$ cat src/hw/rtl/rpct_pkg.sv
// Shared types and constants of the RGB pixel colour transform.
`timescale 1ns / 1ps
package rpct_pkg;

  localparam logic [3:0] MODE_C     = 4'd0;
  localparam logic [3:0] MODE_M     = 4'd1;
  localparam logic [3:0] MODE_Y     = 4'd2;
  localparam logic [3:0] MODE_H     = 4'd3;
  localparam logic [3:0] MODE_L     = 4'd4;
  localparam logic [3:0] MODE_S     = 4'd5;
  localparam logic [3:0] MODE_GRAY  = 4'd6;
  localparam logic [3:0] MODE_SEPIA = 4'd7;
  localparam logic [3:0] MODE_CMY   = 4'd8;
  localparam logic [3:0] MODE_HSL   = 4'd9;

  localparam int DVD_W   = 27;
  localparam int DVS_W   = 17;
  localparam int Q_W     = 8;
  localparam int N_LANES = 3;

  localparam logic [10:0] SEPIA_K_R = 11'd1351;
  localparam logic [10:0] SEPIA_K_G = 11'd1203;
  localparam logic [10:0] SEPIA_K_B = 11'd937;
  localparam logic [DVS_W-1:0] SEPIA_DEN = 17'd100000;
  localparam logic [DVD_W-1:0] SEPIA_LIMIT = 27'd25600000;
  localparam logic [DVS_W-1:0] GRAY_DEN = 17'd100;

  typedef struct packed {
    logic [DVD_W-1:0] rem;
    logic [DVS_W-1:0] dvs;
    logic [Q_W-1:0]   q;
  } lane_t;

  typedef struct packed {
    logic [3:0] mode;
    logic [7:0] light;
    logic [7:0] cy;
    logic [7:0] ma;
    logic [7:0] ye;
    logic [2:0] clip;
  } side_t;

  typedef struct packed {
    lane_t [N_LANES-1:0] lane;
    side_t               side;
  } stage_t;

endpackage

$ cat src/hw/rtl/rgb_pixel_color_transform.sv
// Top level of the RGB pixel colour transform.
`timescale 1ns / 1ps
// One RGB pixel goes in on the slave stream and one three-channel result comes
// out on the master stream, in order. Input tdata carries red, green and blue
// from the lowest byte up; output tdata carries first, second and third channel.
// The mode register at byte address 0 of the APB port picks C, M, Y, H, L, S,
// gray, sepia, full CMY or full HSL; the user must write it only while the
// stream is idle, as the block does not enforce this. The pipeline takes one
// pixel per clock while it is not stalled. It has eleven register stages: two
// set-up stages (max, min and luma; then the products and divisor choice), eight
// stages of the restoring divider that yields one quotient bit each for hue,
// saturation, gray and sepia, and one stage for the output select and register.
// A result passes through these stages in order to the output register.
// All stages advance together whenever the output register is empty or is being
// taken, so while the receiver stalls with a result held, the whole pipeline
// holds and s_tready is low; nothing is lost or repeated. Empty slots in the
// pipeline keep moving while the output register is empty.
// A synchronous reset empties every stage and sets the mode to C.
module rgb_pixel_color_transform (
  input  logic        clk,
  input  logic        rst,
  input  logic        s_tvalid,
  output logic        s_tready,
  input  logic [23:0] s_tdata,   // red [7:0], green [15:8], blue [23:16]
  output logic        m_tvalid,
  input  logic        m_tready,
  output logic [23:0] m_tdata,   // first [7:0], second [15:8], third [23:16]
  input  logic        psel,
  input  logic        penable,
  input  logic        pwrite,
  input  logic [2:0]  paddr,
  input  logic [31:0] pwdata,
  output logic [31:0] prdata,
  output logic        pready
);
  import rpct_pkg::*;

  logic       adv;
  logic [3:0] mode;
  logic       pv, dv;
  stage_t     ps, ds;

  // The pipeline moves when the output slot is free or is being taken.
  assign adv      = !m_tvalid || m_tready;
  assign s_tready = adv;
  assign pready   = 1'b1;

  always_ff @(posedge clk) begin
    if (rst) begin
      mode <= MODE_C;
    end else if (psel && penable && pwrite && paddr[2] == 1'b0) begin
      mode <= pwdata[3:0];
    end
  end

  assign prdata = (paddr[2] == 1'b0) ? {28'd0, mode} : 32'd0;

  rpct_prep u_prep (
    .clk(clk), .rst(rst), .en(adv), .in_valid(s_tvalid),
    .red(s_tdata[7:0]), .green(s_tdata[15:8]), .blue(s_tdata[23:16]),
    .mode(mode), .out_valid(pv), .out_stage(ps)
  );

  rpct_div_pipe u_div (
    .clk(clk), .rst(rst), .en(adv), .in_valid(pv), .in_stage(ps),
    .out_valid(dv), .out_stage(ds)
  );

  rpct_out u_out (
    .clk(clk), .rst(rst), .en(adv), .in_valid(dv), .in_stage(ds),
    .out_valid(m_tvalid), .out_data(m_tdata)
  );

endmodule

$ cat src/hw/rtl/rpct_prep.sv
// Front stages: max, min and luma, then dividend and divisor set-up per lane.
`timescale 1ns / 1ps
module rpct_prep (
  input  logic                 clk,
  input  logic                 rst,
  input  logic                 en,
  input  logic                 in_valid,
  input  logic [7:0]           red,
  input  logic [7:0]           green,
  input  logic [7:0]           blue,
  input  logic [3:0]           mode,
  output logic                 out_valid,
  output rpct_pkg::stage_t     out_stage
);
  import rpct_pkg::*;

  logic [7:0]  mx_c, mn_c;
  logic [14:0] luma_c;

  logic        v1;
  logic [7:0]  r1, g1, b1, mx1, mn1;
  logic [14:0] luma1;
  logic [3:0]  mode1;

  logic [7:0]  c;
  logic [10:0] c6, num;
  logic [8:0]  sum;
  logic [DVD_W-1:0] hue_dvd, sat_dvd, gray_dvd;
  logic [DVS_W-1:0] hue_dvs, sat_dvs;
  logic [DVD_W-1:0] sep_r, sep_g, sep_b;
  stage_t      nxt;

  always_comb begin
    mx_c = (red > green) ? red : green;
    if (blue > mx_c) mx_c = blue;
    mn_c = (red < green) ? red : green;
    if (blue < mn_c) mn_c = blue;
    luma_c = 15'(red) * 15'd21 + 15'(green) * 15'd72 + 15'(blue) * 15'd7;
  end

  always_ff @(posedge clk) begin
    if (rst) begin
      v1 <= 1'b0;
    end else if (en) begin
      v1 <= in_valid;
    end
    if (en) begin
      r1 <= red; g1 <= green; b1 <= blue;
      mx1 <= mx_c; mn1 <= mn_c; luma1 <= luma_c; mode1 <= mode;
    end
  end

  always_comb begin
    c   = mx1 - mn1;
    c6  = 11'(c) * 11'd6;
    sum = 9'(mx1) + 9'(mn1);
    if (mx1 == r1) begin
      if (g1 >= b1) num = 11'(g1) - 11'(b1);
      else          num = c6 - (11'(b1) - 11'(g1));
    end else if (mx1 == g1) begin
      num = 11'(b1) + {2'b0, c, 1'b0} - 11'(r1);
    end else begin
      num = 11'(r1) + {1'b0, c, 2'b0} - 11'(g1);
    end
    // An achromatic pixel has hue zero: divide zero by one.
    if (c == 8'd0) begin
      hue_dvd = '0;
      hue_dvs = DVS_W'(1);
    end else begin
      hue_dvd = DVD_W'(num) * DVD_W'(255);
      hue_dvs = DVS_W'(c6);
    end
    // Black and white have saturation zero.
    if (sum == 9'd0 || sum >= 9'd510) begin
      sat_dvd = '0;
      sat_dvs = DVS_W'(1);
    end else begin
      sat_dvd = DVD_W'(c) * DVD_W'(255);
      sat_dvs = (sum < 9'd255) ? DVS_W'(sum) : DVS_W'(10'd510 - 10'(sum));
    end
    gray_dvd = DVD_W'(luma1);
    sep_r = DVD_W'(luma1) * DVD_W'(SEPIA_K_R);
    sep_g = DVD_W'(luma1) * DVD_W'(SEPIA_K_G);
    sep_b = DVD_W'(luma1) * DVD_W'(SEPIA_K_B);

    nxt = '0;
    for (int l = 0; l < N_LANES; l++) begin
      nxt.lane[l].dvs = DVS_W'(1);
    end
    nxt.side.mode  = mode1;
    nxt.side.light = sum[8:1];
    nxt.side.cy    = 8'd255 - r1;
    nxt.side.ma    = 8'd255 - g1;
    nxt.side.ye    = 8'd255 - b1;
    nxt.side.clip  = {sep_b >= SEPIA_LIMIT, sep_g >= SEPIA_LIMIT, sep_r >= SEPIA_LIMIT};
    case (mode1)
      MODE_H: begin
        nxt.lane[0].rem = hue_dvd; nxt.lane[0].dvs = hue_dvs;
      end
      MODE_S: begin
        nxt.lane[0].rem = sat_dvd; nxt.lane[0].dvs = sat_dvs;
      end
      MODE_GRAY: begin
        nxt.lane[0].rem = gray_dvd; nxt.lane[0].dvs = GRAY_DEN;
      end
      MODE_SEPIA: begin
        // A clipped channel divides zero so the quotient stays in range.
        nxt.lane[0].rem = nxt.side.clip[0] ? '0 : sep_r;
        nxt.lane[1].rem = nxt.side.clip[1] ? '0 : sep_g;
        nxt.lane[2].rem = nxt.side.clip[2] ? '0 : sep_b;
        nxt.lane[0].dvs = SEPIA_DEN;
        nxt.lane[1].dvs = SEPIA_DEN;
        nxt.lane[2].dvs = SEPIA_DEN;
      end
      MODE_HSL: begin
        nxt.lane[0].rem = hue_dvd; nxt.lane[0].dvs = hue_dvs;
        nxt.lane[2].rem = sat_dvd; nxt.lane[2].dvs = sat_dvs;
      end
      default: begin
      end
    endcase
  end

  always_ff @(posedge clk) begin
    if (rst) begin
      out_valid <= 1'b0;
    end else if (en) begin
      out_valid <= v1;
    end
    if (en) begin
      out_stage <= nxt;
    end
  end

endmodule

$ cat src/hw/rtl/rpct_div_pipe.sv
// Eight-stage restoring divider, one quotient bit per stage on three lanes.
`timescale 1ns / 1ps
module rpct_div_pipe (
  input  logic              clk,
  input  logic              rst,
  input  logic              en,
  input  logic              in_valid,
  input  rpct_pkg::stage_t  in_stage,
  output logic              out_valid,
  output rpct_pkg::stage_t  out_stage
);
  import rpct_pkg::*;

  stage_t       stg [Q_W];
  logic [Q_W-1:0] vld;

  // Every quotient fits in eight bits, so bit positions seven down to zero suffice.
  function automatic stage_t div_step(input stage_t x, input int unsigned bitpos);
    stage_t y;
    logic [DVD_W-1:0] t;
    y = x;
    for (int l = 0; l < N_LANES; l++) begin
      t = DVD_W'(x.lane[l].dvs) << bitpos;
      if (x.lane[l].rem >= t) begin
        y.lane[l].rem = x.lane[l].rem - t;
        y.lane[l].q[bitpos[2:0]] = 1'b1;
      end
    end
    return y;
  endfunction

  always_ff @(posedge clk) begin
    if (rst) begin
      vld <= '0;
    end else if (en) begin
      vld <= {vld[Q_W-2:0], in_valid};
    end
    if (en) begin
      stg[0] <= div_step(in_stage, Q_W - 1);
      for (int j = 1; j < Q_W; j++) begin
        stg[j] <= div_step(stg[j-1], Q_W - 1 - j);
      end
    end
  end

  assign out_valid = vld[Q_W-1];
  assign out_stage = stg[Q_W-1];

endmodule

$ cat src/hw/rtl/rpct_out.sv
// Output selection by mode and the output register.
`timescale 1ns / 1ps
module rpct_out (
  input  logic              clk,
  input  logic              rst,
  input  logic              en,
  input  logic              in_valid,
  input  rpct_pkg::stage_t  in_stage,
  output logic              out_valid,
  output logic [23:0]       out_data
);
  import rpct_pkg::*;

  logic [7:0] o0, o1, o2;

  always_comb begin
    o0 = '0; o1 = '0; o2 = '0;
    case (in_stage.side.mode)
      MODE_C:    o0 = in_stage.side.cy;
      MODE_M:    o0 = in_stage.side.ma;
      MODE_Y:    o0 = in_stage.side.ye;
      MODE_H:    o0 = in_stage.lane[0].q;
      MODE_L:    o0 = in_stage.side.light;
      MODE_S:    o0 = in_stage.lane[0].q;
      MODE_GRAY: o0 = in_stage.lane[0].q;
      MODE_SEPIA: begin
        o0 = in_stage.side.clip[0] ? 8'd255 : in_stage.lane[0].q;
        o1 = in_stage.side.clip[1] ? 8'd255 : in_stage.lane[1].q;
        o2 = in_stage.side.clip[2] ? 8'd255 : in_stage.lane[2].q;
      end
      MODE_CMY: begin
        o0 = in_stage.side.cy; o1 = in_stage.side.ma; o2 = in_stage.side.ye;
      end
      MODE_HSL: begin
        o0 = in_stage.lane[0].q; o1 = in_stage.side.light; o2 = in_stage.lane[2].q;
      end
      default: begin
      end
    endcase
  end

  always_ff @(posedge clk) begin
    if (rst) begin
      out_valid <= 1'b0;
    end else if (en) begin
      out_valid <= in_valid;
    end
    if (en) begin
      out_data <= {o2, o1, o0};
    end
  end

endmodule

$ cat config.mk
export PLATFORM = sky130hd
export DESIGN_NAME = rgb_pixel_color_transform
export DESIGN_NICKNAME = d
export VERILOG_FILES = /design/src/hw/rtl/rpct_pkg.sv /design/src/hw/rtl/rgb_pixel_color_transform.sv /design/src/hw/rtl/rpct_prep.sv /design/src/hw/rtl/rpct_div_pipe.sv /design/src/hw/rtl/rpct_out.sv
export SDC_FILE = /design/constraint.sdc
export NUM_CORES = 2
export LEC_CHECK = 0
export ABC_CLOCK_PERIOD_IN_PS = 86900
export BUFFER_PORTS_ARGS = -buffer_cell sky130_fd_sc_hd__buf_2
export CAP_MARGIN = 25
export CORE_MARGIN = 5
export CORE_UTILIZATION = 69
export DETAILED_ROUTE_END_ITERATION = 6
export GPL_TIMING_DRIVEN = 0
export PLACE_DENSITY_LB_ADDON = 0.05
export RECOVER_POWER = 50
export REMOVE_ABC_BUFFERS = 1
export SLEW_MARGIN = 40
export SYNTH_ARGS = -nofsm -noshare
export SYNTH_HDL_FRONTEND = slang
export SYNTH_SLANG_ARGS = --single-unit
export TNS_END_PERCENT = 1
$ cat constraint.sdc
create_clock -name clk -period 86.9 [get_ports clk]
set_input_delay 4.345 -clock clk [delete_from_list [all_inputs] [get_ports clk]]
set_output_delay 4.345 -clock clk [all_outputs]
set_load 0.05 [all_outputs]
==> reports/metrics.cfg <==
[synthesis]
synthDistinctLibCells=96
syn_inst=7288
syn_area_per_cell_um2=11.6
ys_ff_latch=1409
synth-main-ff-cell=edfxtp_1
ys_seq_area_share_pct=49.8
async_flop_share_pct=0
synth_enable_flop_cells=1394
synth_area_um2=84600
ys.warnings.count=0

[placed_design]
gp_congestion=0.948
portBuffers=65
dp_cells=8908
place_ws_ns=76.27
hpwl_um=143000

[setup_path]
criticalPathCategory=in -> out
worstPathArrival_ns=11.01
crit_required_ns=82.56
start_kind=input pin
cp-end-kind=output port
crit_path_max_fanout=89

[floorplan]
ioPinCount=125
coreArea_um2=122000
std_cell_rows=128
die_y_um=360
start_util_pct=69.4
die_w_um=360
die_area_um2=130000

[sta]
grt_setup_unrepaired=false
hold_viol_final=0
fin_crit_sh_pct=17.7
tightest_slew_ns=4.62
finClkSkew_ns=0.0697
relSlewSlack_pct=-208
period_minus_slack_ns=15.35
fin_ws_ns=71.55
drv_slew=266
fin_setup_tns_ns=0
setup_viol=0
max_freq_mhz=65.1

[clock_network]
cts.clk_slew.worst_paths_ns=0.06
cts-buffers-inserted=141
ctsResizeCount=0
cts_tree=done
clockBufferDepth=3
htreeDepth=4
ctsHoldBuffers=0
clock_sinks=1409
insertion_delay_ns=0.79
root_buffer=clkbuf_16
post_cts_buffers=0

[status]
status=complete, but fails checks
violations=capacitance limit, slew limit

[route]
vias=55740
drt_iter0_markers=5159
postRouteAntennaNets=0
first_pass_iters=7
vias_per_cell=6.08
totalWireLength_um=189000
drc=0
wl_per_cell_um=20.6

[cells_and_area]
layout_commonest_cell=edfxtp_1
fin_cells=9163
nets=8533
drive_gt1_share_pct=5.25
area_delta_synth_final_pct=8.78
final_cell_mix=edfxtp_1 (1394), inv_1 (813), ha_1 (791)

[job]
cap_violations=4

[global_routing]
grt_pass1_wl_um=301000
grt_pass1_vias=55531
grt_max_degree=94
grt-ovfl-total=0
antenna_found_initial=0
grt_use_total_pct=29.2

[min_path]
hold_class=reg -> reg

-- cell type report --
cell class                 instances  area [um2]
tap                             1625        2030
clock inverter                    86        1210
timing repair buffer             121        1050
inverter                         820        3080
clock buffer                     167        3630
antenna                            1        2.50
sequential                      1409       42200
multi-input combinational       4934       38900
fill                            7865       29800
-- synthesized netlist by cell type (49+ instances only) --
cell type  instances  area [um2]
mux2_2            49         552
nor4_1            98         613
nor3_1           149         746
a21oi_1          502        2510
fa_1             249        4980
clkbuf_1         114         428
nor2b_1           85         532
o21a_1            63         473
nand2b_1          88         551
ha_1             791        9900
o21ai_0          312        1560
nor2_1           485        1820
nand3_1          101         505
nand4_1           73         457
o21bai_1          51         383
edfxtp_1        1394       41900
xor2_1           218        1910
a21o_1           167        1250
or3_1             57         357
nand2_1          422        1580
inv_1            811        3040
xnor2_1          322        2820
-- sequential cells by signal, indices dropped and copies added (netlist names) --
signal and flops:
u_prep.g1 8, u_prep.luma1 15, u_div.stg 1169, u_prep.mx1 8
u_prep.b1 8, u_prep.v1 1, u_out.out_data 24, mode 4
u_div.vld 8, u_prep.mn1 8, u_prep.r1 8, u_prep.out_valid 1
u_prep.out_stage 142, u_out.out_valid 1, u_prep.mode1 4
-- critical path, stage by stage --
cell and delay [ns]:
buf_2 0.10, nor2b_1 0.59, clkinvlp_2 2.51, clkbuf_1 2.24
buf_16 0.80, buf_2 0.29
-- routing by layer --
| layer | up-vias | wire length (um) | GRT usage [%] |
|---|---|---|---|
| met5 | - | 0 | 0 |
| met4 | 0 | 7030 | 10.1 |
| met3 | 403 | 10600 | 4.20 |
| met2 | 1896 | 94000 | 50.8 |
| met1 | 26857 | 77100 | 38.0 |
| li1 | 26584 | - | - |
-- worst paths after layout --
path / endpoint / cells after the start / slack (ns) / startpoint
worst max register to register: u_prep.out_stage[82] / 36 / 76.89 / u_prep.mx1[0]
worst max-delay path: s_tready / 6 / 71.55 / m_tready
worst min-delay path: u_div.stg[0][34] / 0 / 0.38 / u_prep.out_stage[34]
worst min register to register: u_div.stg[0][34] / 0 / 0.38 / u_prep.out_stage[34]
-- kinds of logic (layout without fill, tap and decap cells) --
kind of cell	count (synthesis)	after routing	synth area share, %
AO/OA/AOI/OAI	1473	1473	11.0
XOR/XNOR	545	545	5.69
adder cells (fa/ha/maj)	1042	1042	17.6
buffers and inverters	974	1194	4.47
flip-flops	1409	1409	49.8
multiplexers	94	94	1.19
other	2	32	0.00887
AND/OR/NAND/NOR	1749	1749	10.2
-- per-stage QoR --
| stage | utilization, % | hold WS [ns] | instance area (um2) |
|---|---|---|---|
| final | 75.5 | 0.382 | 92100 |
| after CTS | 75.8 | 0.378 | 92300 |
| after global placement | 70.9 | 0.401 | 86400 |
| after detailed placement | 71.8 | 0.405 | 87500 |
| after floorplan | - | 0.400 | 84000 |
| after global routing | 75.5 | 0.386 | 92100 |
Power is not shown: default switching activity piles up to over one toggle a cycle in this logic, so the estimate is an artifact.
